--- config.mk ---
export PLATFORM = sky130hd
export DESIGN_NAME = indexed_stack_engine
export DESIGN_NICKNAME = d
export VERILOG_FILES = /design/src/design/ise_pkg.sv /design/src/design/ise_ctrl.sv /design/src/design/ise_dp.sv /design/src/design/indexed_stack_engine.sv
export SDC_FILE = /design/constraint.sdc
export NUM_CORES = 2
export LEC_CHECK = 0
export BUFFER_PORTS_ARGS = -buffer_cell sky130_fd_sc_hd__buf_2
export CAP_MARGIN = 20
export CORE_MARGIN = 5
export CORE_UTILIZATION = 49
export CTS_CLUSTER_SIZE = 8
export DETAILED_ROUTE_END_ITERATION = 7
export SYNTH_ARGS = -nofsm -noshare
export SYNTH_HDL_FRONTEND = slang
export SYNTH_SLANG_ARGS = --single-unit
--- constraint.sdc ---
create_clock -name i_clk -period 6.3 [get_ports i_clk]
set_input_delay 0.63 -clock i_clk [delete_from_list [all_inputs] [get_ports i_clk]]
set_output_delay 0.63 -clock i_clk [all_outputs]
set_load 0.01 [all_outputs]
--- src/design/ise_pkg.sv ---
// Shared types, sizes and codes for the indexed stack engine.
// Used by ise_ctrl, ise_dp and indexed_stack_engine; depends on nothing.
`timescale 1ns / 1ps
`default_nettype none

package ise_pkg;

    localparam int DEPTH      = 64;
    localparam int DATA_WIDTH = 32;

    localparam int CMD_W    = 4;
    localparam int VALUE_W  = 32;
    localparam int POS_W    = 7;
    localparam int FIDX_W   = 6;
    localparam int STATUS_W = 3;
    localparam int FILL_W   = 7;

    localparam int IDX_W = $clog2(DEPTH);
    localparam int CNT_W = $clog2(DEPTH + 1);
    localparam int CMP_W = (POS_W > CNT_W) ? POS_W : CNT_W;

    typedef logic [DATA_WIDTH-1:0] t_word;

    typedef enum logic [CMD_W-1:0] {
        CMD_PUSH       = 4'd0,
        CMD_POP        = 4'd1,
        CMD_POP_BOTTOM = 4'd2,
        CMD_PEEK       = 4'd3,
        CMD_GET        = 4'd4,
        CMD_SET        = 4'd5,
        CMD_FIND       = 4'd6,
        CMD_SWAP       = 4'd7,
        CMD_REMOVE_AT  = 4'd8,
        CMD_CLEAR      = 4'd9
    } t_cmd;

    typedef enum logic [STATUS_W-1:0] {
        ST_OK        = 3'd0,
        ST_EMPTY     = 3'd1,
        ST_FULL      = 3'd2,
        ST_BAD_POS   = 3'd3,
        ST_NOT_FOUND = 3'd4
    } t_status;

    typedef enum logic [3:0] {
        S_IDLE,
        S_DISPATCH,
        S_RD_WAIT,
        S_FIND_RD,
        S_FIND_CMP,
        S_SHIFT_RD,
        S_SHIFT_WR,
        S_SWAP_RD_B,
        S_SWAP_WR_A,
        S_SWAP_WR_B,
        S_RESP
    } t_state;

    typedef enum logic [2:0] {
        RD_TOP,
        RD_PA,
        RD_PB,
        RD_PTR,
        RD_PTR1,
        RD_ZERO
    } t_rd_sel;

    typedef enum logic [1:0] {
        WR_COUNT,
        WR_PA,
        WR_PB,
        WR_PTR
    } t_wr_sel;

    typedef enum logic [1:0] {
        WD_VAL,
        WD_RD,
        WD_HOLD
    } t_wd_sel;

    typedef enum logic [1:0] {
        CNT_HOLD,
        CNT_INC,
        CNT_DEC,
        CNT_CLR
    } t_cnt_op;

    typedef enum logic [1:0] {
        PTR_HOLD,
        PTR_ZERO,
        PTR_PA,
        PTR_INC
    } t_ptr_op;

    typedef struct packed {
        logic    load_in;
        logic    rd_en;
        t_rd_sel rd_sel;
        logic    wr_en;
        t_wr_sel wr_sel;
        t_wd_sel wd_sel;
        logic    hold_we;
        t_cnt_op cnt_op;
        t_ptr_op ptr_op;
        logic    res_status_we;
        t_status res_status;
        logic    res_data_we;
        logic    res_fidx_we;
        logic    out_load;
    } t_dp_cmd;

    typedef struct packed {
        t_cmd cmd;
        logic empty;
        logic full;
        logic pa_ok;
        logic pb_ok;
        logic ptr_lt_cnt;
        logic ptr1_lt_cnt;
        logic match;
        logic out_free;
    } t_dp_sts;

endpackage

`default_nettype wire

--- src/design/ise_ctrl.sv ---
// Command sequencer of the indexed stack engine: one state machine that
// steps the datapath through each command. Depends on ise_pkg.
`timescale 1ns / 1ps
`default_nettype none

module ise_ctrl (
    input  wire logic            i_clk,
    input  wire logic            i_rst_n,
    input  wire logic            i_in_valid,
    output logic                 o_in_stall,
    input  wire ise_pkg::t_dp_sts i_sts,
    output ise_pkg::t_dp_cmd     o_cmd
);

    ise_pkg::t_state r_state;
    ise_pkg::t_state n_state;

    always_ff @(posedge i_clk) begin
        if (!i_rst_n) begin
            r_state <= ise_pkg::S_IDLE;
        end else begin
            r_state <= n_state;
        end
    end

    assign o_in_stall = (r_state != ise_pkg::S_IDLE);

    always_comb begin
        n_state = r_state;
        case (r_state)
            ise_pkg::S_IDLE: begin
                if (i_in_valid) n_state = ise_pkg::S_DISPATCH;
            end
            ise_pkg::S_DISPATCH: begin
                case (i_sts.cmd)
                    ise_pkg::CMD_POP, ise_pkg::CMD_PEEK, ise_pkg::CMD_POP_BOTTOM: begin
                        n_state = i_sts.empty ? ise_pkg::S_RESP : ise_pkg::S_RD_WAIT;
                    end
                    ise_pkg::CMD_GET: begin
                        n_state = i_sts.pa_ok ? ise_pkg::S_RD_WAIT : ise_pkg::S_RESP;
                    end
                    ise_pkg::CMD_FIND: begin
                        n_state = ise_pkg::S_FIND_RD;
                    end
                    ise_pkg::CMD_SWAP: begin
                        n_state = (i_sts.pa_ok && i_sts.pb_ok) ? ise_pkg::S_SWAP_RD_B
                                                               : ise_pkg::S_RESP;
                    end
                    ise_pkg::CMD_REMOVE_AT: begin
                        n_state = i_sts.pa_ok ? ise_pkg::S_SHIFT_RD : ise_pkg::S_RESP;
                    end
                    default: begin
                        n_state = ise_pkg::S_RESP;
                    end
                endcase
            end
            ise_pkg::S_RD_WAIT: begin
                n_state = (i_sts.cmd == ise_pkg::CMD_POP_BOTTOM) ? ise_pkg::S_SHIFT_RD
                                                                 : ise_pkg::S_RESP;
            end
            ise_pkg::S_SHIFT_RD: begin
                n_state = i_sts.ptr1_lt_cnt ? ise_pkg::S_SHIFT_WR : ise_pkg::S_RESP;
            end
            ise_pkg::S_SHIFT_WR: begin
                n_state = ise_pkg::S_SHIFT_RD;
            end
            ise_pkg::S_FIND_RD: begin
                n_state = i_sts.ptr_lt_cnt ? ise_pkg::S_FIND_CMP : ise_pkg::S_RESP;
            end
            ise_pkg::S_FIND_CMP: begin
                n_state = i_sts.match ? ise_pkg::S_RESP : ise_pkg::S_FIND_RD;
            end
            ise_pkg::S_SWAP_RD_B: begin
                n_state = ise_pkg::S_SWAP_WR_A;
            end
            ise_pkg::S_SWAP_WR_A: begin
                n_state = ise_pkg::S_SWAP_WR_B;
            end
            ise_pkg::S_SWAP_WR_B: begin
                n_state = ise_pkg::S_RESP;
            end
            ise_pkg::S_RESP: begin
                if (i_sts.out_free) n_state = ise_pkg::S_IDLE;
            end
            default: begin
                n_state = ise_pkg::S_IDLE;
            end
        endcase
    end

    always_comb begin
        o_cmd = '0;
        case (r_state)
            ise_pkg::S_IDLE: begin
                o_cmd.load_in = i_in_valid;
            end
            ise_pkg::S_DISPATCH: begin
                case (i_sts.cmd)
                    ise_pkg::CMD_PUSH: begin
                        if (i_sts.full) begin
                            o_cmd.res_status_we = 1'b1;
                            o_cmd.res_status    = ise_pkg::ST_FULL;
                        end else begin
                            o_cmd.wr_en  = 1'b1;
                            o_cmd.wr_sel = ise_pkg::WR_COUNT;
                            o_cmd.wd_sel = ise_pkg::WD_VAL;
                            o_cmd.cnt_op = ise_pkg::CNT_INC;
                        end
                    end
                    ise_pkg::CMD_POP, ise_pkg::CMD_PEEK: begin
                        if (i_sts.empty) begin
                            o_cmd.res_status_we = 1'b1;
                            o_cmd.res_status    = ise_pkg::ST_EMPTY;
                        end else begin
                            o_cmd.rd_en  = 1'b1;
                            o_cmd.rd_sel = ise_pkg::RD_TOP;
                        end
                    end
                    ise_pkg::CMD_POP_BOTTOM: begin
                        if (i_sts.empty) begin
                            o_cmd.res_status_we = 1'b1;
                            o_cmd.res_status    = ise_pkg::ST_EMPTY;
                        end else begin
                            o_cmd.rd_en  = 1'b1;
                            o_cmd.rd_sel = ise_pkg::RD_ZERO;
                        end
                    end
                    ise_pkg::CMD_GET: begin
                        if (!i_sts.pa_ok) begin
                            o_cmd.res_status_we = 1'b1;
                            o_cmd.res_status    = ise_pkg::ST_BAD_POS;
                        end else begin
                            o_cmd.rd_en  = 1'b1;
                            o_cmd.rd_sel = ise_pkg::RD_PA;
                        end
                    end
                    ise_pkg::CMD_SET: begin
                        if (!i_sts.pa_ok) begin
                            o_cmd.res_status_we = 1'b1;
                            o_cmd.res_status    = ise_pkg::ST_BAD_POS;
                        end else begin
                            o_cmd.wr_en  = 1'b1;
                            o_cmd.wr_sel = ise_pkg::WR_PA;
                            o_cmd.wd_sel = ise_pkg::WD_VAL;
                        end
                    end
                    ise_pkg::CMD_FIND: begin
                        o_cmd.ptr_op = ise_pkg::PTR_ZERO;
                    end
                    ise_pkg::CMD_SWAP: begin
                        if (!(i_sts.pa_ok && i_sts.pb_ok)) begin
                            o_cmd.res_status_we = 1'b1;
                            o_cmd.res_status    = ise_pkg::ST_BAD_POS;
                        end else begin
                            o_cmd.rd_en  = 1'b1;
                            o_cmd.rd_sel = ise_pkg::RD_PA;
                        end
                    end
                    ise_pkg::CMD_REMOVE_AT: begin
                        if (!i_sts.pa_ok) begin
                            o_cmd.res_status_we = 1'b1;
                            o_cmd.res_status    = ise_pkg::ST_BAD_POS;
                        end else begin
                            o_cmd.ptr_op = ise_pkg::PTR_PA;
                        end
                    end
                    ise_pkg::CMD_CLEAR: begin
                        o_cmd.cnt_op = ise_pkg::CNT_CLR;
                    end
                    default: begin
                        o_cmd.cnt_op = ise_pkg::CNT_HOLD;
                    end
                endcase
            end
            ise_pkg::S_RD_WAIT: begin
                o_cmd.res_data_we = 1'b1;
                if (i_sts.cmd == ise_pkg::CMD_POP) o_cmd.cnt_op = ise_pkg::CNT_DEC;
                if (i_sts.cmd == ise_pkg::CMD_POP_BOTTOM) o_cmd.ptr_op = ise_pkg::PTR_ZERO;
            end
            ise_pkg::S_SHIFT_RD: begin
                if (i_sts.ptr1_lt_cnt) begin
                    o_cmd.rd_en  = 1'b1;
                    o_cmd.rd_sel = ise_pkg::RD_PTR1;
                end else begin
                    o_cmd.cnt_op = ise_pkg::CNT_DEC;
                end
            end
            ise_pkg::S_SHIFT_WR: begin
                o_cmd.wr_en  = 1'b1;
                o_cmd.wr_sel = ise_pkg::WR_PTR;
                o_cmd.wd_sel = ise_pkg::WD_RD;
                o_cmd.ptr_op = ise_pkg::PTR_INC;
            end
            ise_pkg::S_FIND_RD: begin
                if (i_sts.ptr_lt_cnt) begin
                    o_cmd.rd_en  = 1'b1;
                    o_cmd.rd_sel = ise_pkg::RD_PTR;
                end else begin
                    o_cmd.res_status_we = 1'b1;
                    o_cmd.res_status    = ise_pkg::ST_NOT_FOUND;
                end
            end
            ise_pkg::S_FIND_CMP: begin
                if (i_sts.match) begin
                    o_cmd.res_fidx_we = 1'b1;
                end else begin
                    o_cmd.ptr_op = ise_pkg::PTR_INC;
                end
            end
            ise_pkg::S_SWAP_RD_B: begin
                o_cmd.rd_en   = 1'b1;
                o_cmd.rd_sel  = ise_pkg::RD_PB;
                o_cmd.hold_we = 1'b1;
            end
            ise_pkg::S_SWAP_WR_A: begin
                o_cmd.wr_en  = 1'b1;
                o_cmd.wr_sel = ise_pkg::WR_PA;
                o_cmd.wd_sel = ise_pkg::WD_RD;
            end
            ise_pkg::S_SWAP_WR_B: begin
                o_cmd.wr_en  = 1'b1;
                o_cmd.wr_sel = ise_pkg::WR_PB;
                o_cmd.wd_sel = ise_pkg::WD_HOLD;
            end
            ise_pkg::S_RESP: begin
                o_cmd.out_load = i_sts.out_free;
            end
            default: begin
                o_cmd.load_in = 1'b0;
            end
        endcase
    end

endmodule

`default_nettype wire

--- src/design/ise_dp.sv ---
// Datapath of the indexed stack engine: entry memory, count, scan pointer,
// latched item, result and output registers. Depends on ise_pkg.
`timescale 1ns / 1ps
`default_nettype none

module ise_dp (
    input  wire logic                                 i_clk,
    input  wire logic                                 i_rst_n,
    input  wire logic [ise_pkg::CMD_W-1:0]            i_command,
    input  wire logic signed [ise_pkg::VALUE_W-1:0]   i_value,
    input  wire logic [ise_pkg::POS_W-1:0]            i_position,
    input  wire logic [ise_pkg::POS_W-1:0]            i_position_b,
    input  wire logic                                 i_out_stall,
    output logic                                      o_out_valid,
    output logic signed [ise_pkg::VALUE_W-1:0]        o_data,
    output logic [ise_pkg::FIDX_W-1:0]                o_found_index,
    output logic [ise_pkg::STATUS_W-1:0]              o_status,
    output logic [ise_pkg::FILL_W-1:0]                o_fill_count,
    input  wire ise_pkg::t_dp_cmd                     i_cmd,
    output ise_pkg::t_dp_sts                          o_sts
);

    ise_pkg::t_word                   r_mem [ise_pkg::DEPTH];
    ise_pkg::t_word                   r_rd;
    ise_pkg::t_word                   r_hold;
    ise_pkg::t_word                   r_val;
    logic [ise_pkg::CMD_W-1:0]        r_cmd;
    logic [ise_pkg::POS_W-1:0]        r_pa;
    logic [ise_pkg::POS_W-1:0]        r_pb;
    logic [ise_pkg::CNT_W-1:0]        r_count;
    logic [ise_pkg::CNT_W-1:0]        r_ptr;
    ise_pkg::t_word                   r_res_data;
    logic [ise_pkg::FIDX_W-1:0]       r_res_fidx;
    ise_pkg::t_status                 r_res_status;
    logic                             r_out_valid;
    logic signed [ise_pkg::VALUE_W-1:0] r_out_data;
    logic [ise_pkg::FIDX_W-1:0]       r_out_fidx;
    logic [ise_pkg::STATUS_W-1:0]     r_out_status;
    logic [ise_pkg::FILL_W-1:0]       r_out_fill;

    logic [ise_pkg::CNT_W-1:0]        cnt_m1;
    logic [ise_pkg::CNT_W-1:0]        ptr_p1;
    logic [ise_pkg::POS_W-1:0]        pa_m1;
    logic [ise_pkg::POS_W-1:0]        pb_m1;
    logic [ise_pkg::IDX_W-1:0]        rd_addr;
    logic [ise_pkg::IDX_W-1:0]        wr_addr;
    ise_pkg::t_word                   wr_data;

    assign cnt_m1 = r_count - ise_pkg::CNT_W'(1);
    assign ptr_p1 = r_ptr + ise_pkg::CNT_W'(1);
    assign pa_m1  = r_pa - ise_pkg::POS_W'(1);
    assign pb_m1  = r_pb - ise_pkg::POS_W'(1);

    always_comb begin
        case (i_cmd.rd_sel)
            ise_pkg::RD_TOP:  rd_addr = ise_pkg::IDX_W'(cnt_m1);
            ise_pkg::RD_PA:   rd_addr = ise_pkg::IDX_W'(pa_m1);
            ise_pkg::RD_PB:   rd_addr = ise_pkg::IDX_W'(pb_m1);
            ise_pkg::RD_PTR:  rd_addr = ise_pkg::IDX_W'(r_ptr);
            ise_pkg::RD_PTR1: rd_addr = ise_pkg::IDX_W'(ptr_p1);
            default:          rd_addr = '0;
        endcase
    end

    always_comb begin
        case (i_cmd.wr_sel)
            ise_pkg::WR_COUNT: wr_addr = ise_pkg::IDX_W'(r_count);
            ise_pkg::WR_PA:    wr_addr = ise_pkg::IDX_W'(pa_m1);
            ise_pkg::WR_PB:    wr_addr = ise_pkg::IDX_W'(pb_m1);
            default:           wr_addr = ise_pkg::IDX_W'(r_ptr);
        endcase
    end

    always_comb begin
        case (i_cmd.wd_sel)
            ise_pkg::WD_VAL: wr_data = r_val;
            ise_pkg::WD_RD:  wr_data = r_rd;
            default:         wr_data = r_hold;
        endcase
    end

    always_ff @(posedge i_clk) begin
        if (i_cmd.wr_en) r_mem[wr_addr] <= wr_data;
        if (i_cmd.rd_en) r_rd <= r_mem[rd_addr];
    end

    always_ff @(posedge i_clk) begin
        if (i_cmd.load_in) begin
            r_cmd <= i_command;
            r_val <= ise_pkg::DATA_WIDTH'(i_value);
            r_pa  <= i_position;
            r_pb  <= i_position_b;
        end
        if (i_cmd.hold_we) r_hold <= r_rd;
    end

    always_ff @(posedge i_clk) begin
        case (i_cmd.ptr_op)
            ise_pkg::PTR_ZERO: r_ptr <= '0;
            ise_pkg::PTR_PA:   r_ptr <= ise_pkg::CNT_W'(pa_m1);
            ise_pkg::PTR_INC:  r_ptr <= ptr_p1;
            default:           r_ptr <= r_ptr;
        endcase
    end

    always_ff @(posedge i_clk) begin
        if (!i_rst_n) begin
            r_count <= '0;
        end else begin
            case (i_cmd.cnt_op)
                ise_pkg::CNT_INC: r_count <= r_count + ise_pkg::CNT_W'(1);
                ise_pkg::CNT_DEC: r_count <= cnt_m1;
                ise_pkg::CNT_CLR: r_count <= '0;
                default:          r_count <= r_count;
            endcase
        end
    end

    always_ff @(posedge i_clk) begin
        if (i_cmd.load_in) begin
            r_res_data   <= '0;
            r_res_fidx   <= '0;
            r_res_status <= ise_pkg::ST_OK;
        end else begin
            if (i_cmd.res_data_we) r_res_data <= r_rd;
            if (i_cmd.res_fidx_we) r_res_fidx <= ise_pkg::FIDX_W'(r_ptr);
            if (i_cmd.res_status_we) r_res_status <= i_cmd.res_status;
        end
    end

    always_ff @(posedge i_clk) begin
        if (!i_rst_n) begin
            r_out_valid <= 1'b0;
        end else if (i_cmd.out_load) begin
            r_out_valid <= 1'b1;
        end else if (!i_out_stall) begin
            r_out_valid <= 1'b0;
        end
    end

    always_ff @(posedge i_clk) begin
        if (i_cmd.out_load) begin
            r_out_data   <= ise_pkg::VALUE_W'(r_res_data);
            r_out_fidx   <= r_res_fidx;
            r_out_status <= r_res_status;
            r_out_fill   <= ise_pkg::FILL_W'(r_count);
        end
    end

    assign o_out_valid   = r_out_valid;
    assign o_data        = r_out_data;
    assign o_found_index = r_out_fidx;
    assign o_status      = r_out_status;
    assign o_fill_count  = r_out_fill;

    assign o_sts.cmd         = ise_pkg::t_cmd'(r_cmd);
    assign o_sts.empty       = (r_count == '0);
    assign o_sts.full        = (r_count == ise_pkg::CNT_W'(ise_pkg::DEPTH));
    assign o_sts.pa_ok       = (r_pa != '0) &&
                               (ise_pkg::CMP_W'(r_pa) <= ise_pkg::CMP_W'(r_count));
    assign o_sts.pb_ok       = (r_pb != '0) &&
                               (ise_pkg::CMP_W'(r_pb) <= ise_pkg::CMP_W'(r_count));
    assign o_sts.ptr_lt_cnt  = (r_ptr < r_count);
    assign o_sts.ptr1_lt_cnt = (ptr_p1 < r_count);
    assign o_sts.match       = (r_rd == r_val);
    assign o_sts.out_free    = !r_out_valid || !i_out_stall;

endmodule

`default_nettype wire

--- src/design/indexed_stack_engine.sv ---
// Top level of the indexed stack engine: sequencer plus datapath.
// Depends on ise_pkg, ise_ctrl and ise_dp.
//
//   channel  handshake                  payload
//   input    i_in_valid / o_in_stall    i_command, i_value, i_position, i_position_b
//   output   o_out_valid / i_out_stall  o_data, o_found_index, o_status, o_fill_count
//
// One item at a time. Push, set, clear, unused codes and any failed check go straight to
// the response; pop, peek and get read one entry; swap reads both entries, then writes
// each; find reads and compares one entry at a time; remove_at and pop_bottom move each
// later entry down. The entry memory has one read and one write port, with registered read.
// Synchronous active-low reset empties the store at once; no clearing pass.
// A result waiting under i_out_stall holds the block in its response cycle.
`timescale 1ns / 1ps
`default_nettype none

module indexed_stack_engine (
    input  wire logic                               i_clk,
    input  wire logic                               i_rst_n,
    input  wire logic                               i_in_valid,
    output logic                                    o_in_stall,
    input  wire logic [ise_pkg::CMD_W-1:0]          i_command,
    input  wire logic signed [ise_pkg::VALUE_W-1:0] i_value,
    input  wire logic [ise_pkg::POS_W-1:0]          i_position,
    input  wire logic [ise_pkg::POS_W-1:0]          i_position_b,
    output logic                                    o_out_valid,
    input  wire logic                               i_out_stall,
    output logic signed [ise_pkg::VALUE_W-1:0]      o_data,
    output logic [ise_pkg::FIDX_W-1:0]              o_found_index,
    output logic [ise_pkg::STATUS_W-1:0]            o_status,
    output logic [ise_pkg::FILL_W-1:0]              o_fill_count
);

    ise_pkg::t_dp_cmd dp_cmd;
    ise_pkg::t_dp_sts dp_sts;

    ise_ctrl u_ctrl (
        .i_clk      (i_clk),
        .i_rst_n    (i_rst_n),
        .i_in_valid (i_in_valid),
        .o_in_stall (o_in_stall),
        .i_sts      (dp_sts),
        .o_cmd      (dp_cmd)
    );

    ise_dp u_dp (
        .i_clk         (i_clk),
        .i_rst_n       (i_rst_n),
        .i_command     (i_command),
        .i_value       (i_value),
        .i_position    (i_position),
        .i_position_b  (i_position_b),
        .i_out_stall   (i_out_stall),
        .o_out_valid   (o_out_valid),
        .o_data        (o_data),
        .o_found_index (o_found_index),
        .o_status      (o_status),
        .o_fill_count  (o_fill_count),
        .i_cmd         (dp_cmd),
        .o_sts         (dp_sts)
    );

`ifndef SYNTHESIS
    a_load_only_when_free: assert property (@(posedge i_clk) disable iff (!i_rst_n)
        dp_cmd.out_load |-> dp_sts.out_free)
        else $error("result loaded over an unaccepted result");

    a_full_means_depth: assert property (@(posedge i_clk) disable iff (!i_rst_n)
        (o_out_valid && (o_status == ise_pkg::ST_FULL)) |->
        (o_fill_count == ise_pkg::FILL_W'(ise_pkg::DEPTH)))
        else $error("full status with a store that is not full");

    a_empty_means_zero: assert property (@(posedge i_clk) disable iff (!i_rst_n)
        (o_out_valid && (o_status == ise_pkg::ST_EMPTY)) |-> (o_fill_count == '0))
        else $error("empty status with entries stored");

    a_no_write_and_load: assert property (@(posedge i_clk) disable iff (!i_rst_n)
        dp_cmd.load_in |-> !dp_cmd.wr_en && !o_in_stall)
        else $error("item latched while the sequencer is busy");
`endif

endmodule

`default_nettype wire
### Word level (Yosys, flattened, before mapping)

Memory sizes are Yosys's and may differ from the RTL's. A register that Yosys moved wholly into a read port is not among the register bits.
Cells that the tools add are included.
Widths: inputs -> output; s select.

| word-level totals | value |
|---|---|
| flip-flop bits (word level) | 190 |
| RAM bits | 2048 |
| bits of input ports | 54 |
| word-level logic and storage cells | 140 |
| memories kept | 1 |

| operators by class | value |
|---|---|
| add/subtract/negate cells | 5 |
| $lt $le $gt $ge | 4 |
| eq/ne operators | 37 |
| mux-type cells | 56 |
| reductions and logical operators | 21 |

Memory list:

| memory | words | bits a word | read ports | clocked after Yosys merged registers in | wr ports | RTL line | source |
|---|---|---|---|---|---|---|---|
| u_dp.r_mem | 64 | 32 | 1 | 1 | 1 | ise_dp.sv:23 | `ise_pkg::t_word r_mem [ise_pkg::DEPTH];` |

Operators with widths:

| cell | number |
|---|---|
| $mux 4 | 21 |
| $pmux 32 s2 | 1 |
| $pmux 4 s4 | 3 |
| $pmux 4 s11 | 1 |
| $pmux 7 s3 | 2 |
| $eq 32x32->1 | 1 |
| $eq 4x3->1 const B | 8 |
| $pmux 6 s5 | 1 |
| $eq 4x4->1 const B | 5 |
| $pmux 4 s5 | 1 |
| $pmux 5 s4 | 1 |
| $pmux 6 s3 | 1 |
| $eq 4x2->1 const B | 4 |
| $add 7x1->7 const B | 2 |
| $le 7x7->1 | 2 |
| $lt 7x7->1 | 2 |
| $reduce_bool 7->1 | 2 |
| $sub 7x1->7 const B | 2 |
| $mux 1 | 12 |
| $eq 2x2->1 const B | 5 |
| $mux 5 | 2 |
| $pmux 5 s2 | 1 |
| $eq 2x1->1 const B | 4 |
| $eq 4x1->1 const B | 2 |
| 24 further kinds | 37 |

### Longest topological paths before layout

| depth | value |
|---|---|
| word-level depth | 8 |
| gate-level depth with buffers | 20 |
| mapped depth without buffers | 15 |

### Hierarchy

Synthesis repeated with hierarchy kept, for this count alone.

| second synthesis, totals | value |
|---|---|
| cell total of the unflattened synthesis | 5651 |
| area total of the unflattened synthesis | 89643.5 sq um |

Modules (own cells, without submodules):

| module | times used | cells an instance | area an instance (sq um) |
|---|---|---|---|
| ise_dp | 1 | 5527 | 88788.9 |
| ise_ctrl | 1 | 124 | 854.6 |

### Least setup slack after synthesis

No wires, ideal clock.

| path | value |
|---|---|
| path kind | register to register |
| start point | reg u_dp.r_pa[0] (netlist name) |
| end point | mem u_dp.r_mem[10][0] (netlist name), enable pin |
| library setup time | 0.421 ns |
| arrival | 4.434 ns |
| data required time | 5.879 ns |
| setup slack | 1.444 ns |
| cell stages (with the launch flop) | 14 |
| path buffers | 0 |
| period minus slack after synthesis | 4.856 ns |
| cells stage by stage | edfxtp_1 -> inv_1 -> ha_1 -> or3b_2 -> nor4_1 -> nand2b_1 -> nor3_1 -> nor2_1 -> mux2i_1 -> a31oi_1 -> nor2b_1 -> nand2b_1 -> nand2b_1 -> nor2_1 |

| on the way | value |
|---|---|
| word-level cells in the longest chain between the ends | 7 |

RTL lines:

| item | RTL line | source |
|---|---|---|
| start: declaration | ise_dp.sv:28 | `logic [ise_pkg::POS_W-1:0] r_pa;` |
| start signal: assignment | ise_dp.sv:91 | `r_pa <= i_position;` |
| $le 7x7->1 / $reduce_bool 7->1 (equally long branches) | ise_dp.sv:160, ise_dp.sv:159 |  |
| $logic_and 1x1->1 | ise_dp.sv:159 | `assign o_sts.pa_ok = (r_pa != '0) &&` |
| $mux 5 | ise_ctrl.sv:138 | `if (!i_sts.pa_ok) begin` |
| $pmux 5 s2 | ise_ctrl.sv:98 | `case (i_sts.cmd)` |
| $pmux 5 s4 | ise_ctrl.sv:93 | `case (r_state)` |
| $eq 2x2->1, or another cell as far along | ise_dp.sv:66 | `case (i_cmd.wr_sel)` |
| $pmux 6 s3 / $mux 1 (equally long branches) | ise_dp.sv:66, ise_dp.sv:83 |  |
| end: declaration | ise_dp.sv:23 |  |

Several ways; a longest one is shown, not always the timed one.

### Final worst setup path

| path | value |
|---|---|
| start point | reg u_dp.r_ptr[1] (netlist name) |
| end point | reg u_dp.r_rd[4], read port of u_dp.r_mem (data pin) |

| on the way | value |
|---|---|
| word-level cells in the longest chain between the ends | 6 |

RTL lines:

| item | RTL line | source |
|---|---|---|
| start: declaration | ise_dp.sv:31 | `logic [ise_pkg::CNT_W-1:0] r_ptr;` |
| start signal: assignment | ise_dp.sv:100 | `ise_pkg::PTR_PA: r_ptr <= ise_pkg::CNT_W'(pa_m1);` |
| start signal: assignment | ise_dp.sv:101 | `ise_pkg::PTR_INC: r_ptr <= ptr_p1;` |
| start signal: assignment | ise_dp.sv:102 | `default: r_ptr <= r_ptr;` |
| $add 7x1->7 | ise_dp.sv:50 | `assign ptr_p1 = r_ptr + ise_pkg::CNT_W'(1);` |
| $lt 7x7->1 | ise_dp.sv:164 | `assign o_sts.ptr1_lt_cnt = (ptr_p1 < r_count);` |
| $mux 4 | ise_ctrl.sv:181 | `if (i_sts.ptr1_lt_cnt) begin` |
| $pmux 4 s4 | ise_ctrl.sv:93 |  |
| $eq 3x3->1, or another cell as far along | ise_dp.sv:55 | `case (i_cmd.rd_sel)` |
| $pmux 6 s5 | ise_dp.sv:55 |  |
| end: declaration | ise_dp.sv:24 | `ise_pkg::t_word r_rd;` |

Several ways; a longest one is shown, not always the timed one.
A chain may end at the register's enable or synchronous reset.

==> impl_metrics.tcl <==
set metrics [dict create \
    dp_worst_setup_slack_ns 0.1008 \
    num_vias 60337 \
    synth.top_cell.area_share 0.7382 \
    maximum_number_of_pins_on_one_net_before_global_route_repair 112 \
    worst-path-max-fanout 97 \
    achievable-frequency_ghz 0.1631 \
    floorplan.initialDensity 0.4926 \
    postSynthRegisterBits 2270 \
    min_period_ns 6.131 \
    violated_checks "DRC" \
    dp.cells 9330 \
    num_io_pins 104 \
    yosysTopAreaCell "sky130_fd_sc_hd__edfxtp_1" \
    synth.top_cells.by_area "sky130_fd_sc_hd__edfxtp_1 (74%), sky130_fd_sc_hd__nand2_1 (7.6%), sky130_fd_sc_hd__nand3_1 (4.3%)" \
    drc 6 \
    critPathKind "reg2reg" \
    vdd_drop_max_uv 292.1 \
    asyncSetResetFlopFracSynth 0 \
    power-per-cell-area_nw_per_um2 462.6 \
    netlist_instances 6909 \
    synth_area_per_inst_um2 13.05 \
    first_pass_grt_wire_length_um 407200 \
    synthFlopType "sky130_fd_sc_hd__edfxtp_1" \
    dr.pass1.iters 8 \
    status "finished with violations" \
    timing_hold_violations_final 0 \
    clock_insertion_delay_worst_skew_ns 0.94 \
    gpl.final_weighted_congestion 0.9372 \
    number_of_antenna_violations_at_the_first_check_in_global_routing 17 \
    mappedNetlistArea_um2 90180 \
    detail_route.iter0.violations 8168 \
    cts_tree "yes" \
    setup_violations 0 \
    globalRouteTotalUtil 0.2902 \
    final_layout_size_suffix_gt1_frac 0.1213 \
    layout-area-overhead-vs-synth_pct 16.12 \
    clockRootBuffer "sky130_fd_sc_hd__clkbuf_16" \
    worst_setup_path_end_kind "register" \
    worst_slew_slack_as_a_fraction_of_its_limit 0.2778 \
    synth_enable_flop_cells 2217 \
    wl_per_cell_um 29.20 \
    design.core.area_um2 183100 \
    via_per_inst 6.173 \
    start_kind "register" \
    synth_nets 6994 \
    synth.yosys.seq_area_share 0.7500 \
    totalWireLength_um 285400 \
    global_route.overflow_total 0 \
    cts_max_level 5 \
    finalSetupTns_ns 0 \
    layout.cells.non_filler 9775 \
    cts_buffers 334 \
    maxSlewViolCount 0 \
    ys_types 71 \
    ctsLongestPathBuffers 4 \
    worst_slew_pin_slew_ns 1.078 \
    p_leak_nw 36.23 \
    dieArea_um2 192700 \
    cp.required_ns 6.97 \
    cts_num_sinks 2270 \
    die_w_um 439.0 \
    first_global_vias 57516 \
    nets 7346 \
    port_buffers 103 \
    post-route-util 0.5720 \
    setup_repair_after_global_routing_missed_its_margin "false" \
    die_height_um 439.0 \
    cell_row_count 157 \
    min-delay-path-class "in2reg" \
    hpwlAfterDp_um 161200 \
    timing.final.ws_setup_ns 0.1691 \
    final_antenna_net_count 0 \
    max_cap_violations 0 \
    fillers 14536 \
    cp.arrival_ns 6.80 \
    synth-warning-count 0 \
    finalClockSkew_ns 0.08582 \
    clock_input_transition_at_the_sequential_cells_of_the_worst_setup_and_hold_paths_ns 0.05 \
    holdWs_ns 0.08273 \
    fin_crit_sh 0.9732 \
]
what timing repair did:
action                                  CTS  global route
hold buffers                             52             0
gates resized for setup                   0             3
endpoints found under the hold margin    52             0
buffers inserted                          0             4
endpoints found under the setup margin    0             6
worst max-delay path, cell delays in order, from the launching register on:
cell,delay [ns]
sky130_fd_sc_hd__edfxtp_1,0.51
sky130_fd_sc_hd__ha_1,0.31
sky130_fd_sc_hd__nand3_1,0.12
sky130_fd_sc_hd__xnor2_1,0.30
sky130_fd_sc_hd__ha_1,0.31
sky130_fd_sc_hd__a211oi_1,0.29
sky130_fd_sc_hd__o211ai_1,0.21
sky130_fd_sc_hd__nor2_2,0.45
sky130_fd_sc_hd__a211oi_4,0.08
sky130_fd_sc_hd__o211ai_1,0.44
sky130_fd_sc_hd__nand4_1,0.35
sky130_fd_sc_hd__buf_12,0.27
sky130_fd_sc_hd__buf_12,0.20
sky130_fd_sc_hd__buf_12,0.24
sky130_fd_sc_hd__nand2_1,0.15
sky130_fd_sc_hd__nand3_1,0.08
sky130_fd_sc_hd__a32oi_1,0.33
sky130_fd_sc_hd__nand3_1,0.60
sky130_fd_sc_hd__and4_1,0.49
Yosys cell counts (all sizes together) (9+ instances only):
cell and n:
o22ai 43, and3 9, a221oi 30, o41ai 32, and4 33, a21oi 616, o21ai 55, nor2 127
a31oi 61, a222oi 32, nand3 779, clkbuf 223, ha 31, nand2 1836, inv 57, buf 221
nand2b 16, a22oi 175, dfxtp 53, xor2 21, mux2i 13, nor2b 12, a32oi 28, xnor2 30
edfxtp 2217, nor3 16, nand4 50
logic make-up (layout without fill, tap and decap cells):
| logic type | count (synthesis) | after routing | synth area share |
|---|---|---|---|
| xor gates and xnor gates | 51 | 51 | 0.004953 |
| adders and majority gates | 31 | 31 | 0.004301 |
| DFF | 2270 | 2270 | 0.7500 |
| other | 0 | 7 | 0 |
| muxes | 15 | 15 | 0.001734 |
| AOI/OAI and AO/OA | 1126 | 1126 | 0.07645 |
| buffers and inverters | 501 | 895 | 0.02443 |
| and+or+nand+nor | 2915 | 2916 | 0.1381 |
final timing paths:
| check | endpoint | slack, ns | from | cells after the start |
|---|---|---|---|---|
| worst min-delay path | u_dp.r_count[2] | 0.08 | i_rst_n | 3 |
| worst max-delay path | u_dp.r_rd[4] | 0.17 | u_dp.r_ptr[1] | 18 |
| worst min register to register | u_dp.o_data[10] | 0.43 | u_dp.r_res_data[10] | 0 |
| worst max register to register | u_dp.r_rd[4] | 0.17 | u_dp.r_ptr[1] | 18 |
placed cells by master, fill, tap and decap left out, types with 50 or more instances in the layout:
cell | netlist | routed
sky130_fd_sc_hd__edfxtp_1 | 2217 | 2217
sky130_fd_sc_hd__nand2_1 | 1836 | 1834
sky130_fd_sc_hd__nand3_1 | 779 | 778
sky130_fd_sc_hd__a21oi_1 | 616 | 612
sky130_fd_sc_hd__clkbuf_16 | 0 | 340
sky130_fd_sc_hd__buf_4 | 3 | 244
sky130_fd_sc_hd__a22oi_1 | 175 | 175
sky130_fd_sc_hd__buf_2 | 171 | 103
sky130_fd_sc_hd__nor2_4 | 0 | 69
sky130_fd_sc_hd__a31oi_1 | 61 | 61
sky130_fd_sc_hd__buf_12 | 0 | 60
sky130_fd_sc_hd__nor2_1 | 127 | 54
sky130_fd_sc_hd__o21ai_0 | 54 | 53
sky130_fd_sc_hd__dfxtp_1 | 53 | 53
sky130_fd_sc_hd__dlygate4sd3_1 | 0 | 52
sky130_fd_sc_hd__nand4_1 | 50 | 50
per-stage QoR:
stage	area [um^2]	total power, mW
detailed placement	95360	32.93
global route	104700	49.93
global placement	95340	32.76
floorplan	90180	26.43
CTS	104600	48.29
finish	104700	48.44
flip-flops by register name (all words and copies together), names as in the netlist:
name,flops
u_ctrl.r_state,4
u_dp.o_data,32
u_dp.o_fill_count,7
u_dp.o_found_index,6
u_dp.o_out_valid,1
u_dp.o_status,3
u_dp.r_cmd,4
u_dp.r_count,7
u_dp.r_hold,32
u_dp.r_mem,2048
u_dp.r_pa,7
u_dp.r_pb,7
u_dp.r_ptr,7
u_dp.r_rd,32
u_dp.r_res_data,32
u_dp.r_res_fidx,6
u_dp.r_res_status,3
u_dp.r_val,32
area by class of cell:
cell class                 count  area (um^2)  share of cell area
sequential                  2270        67630              0.6459
multi-input combinational   4139        20980              0.2004
clock buffer                 371         8625             0.08236
timing repair buffer         459         4069             0.03886
tap                         2464         3083             0.02944
inverter                      57        215.2            0.002055
clock inverter                 8        87.58           0.0008364
antenna                        7        17.52           0.0001673
metal layers:
layer	up-vias	wire length, um	global-route usage
met5	-	42	0
met4	6	13370	0.1282
met3	537	28320	0.06308
met2	3357	132700	0.4522
met1	30262	111000	0.3956
li1	26175	-	-
power by group:
part	switching (mW)	total (mW)	internal, mW
Combinational	10.0	13.0	2.96
Clock	5.91	15.4	9.46
Sequential	0.336	20.1	19.8
Total	16.3	48.4	32.2
Note: power is estimated with default switching activity, not from simulation.
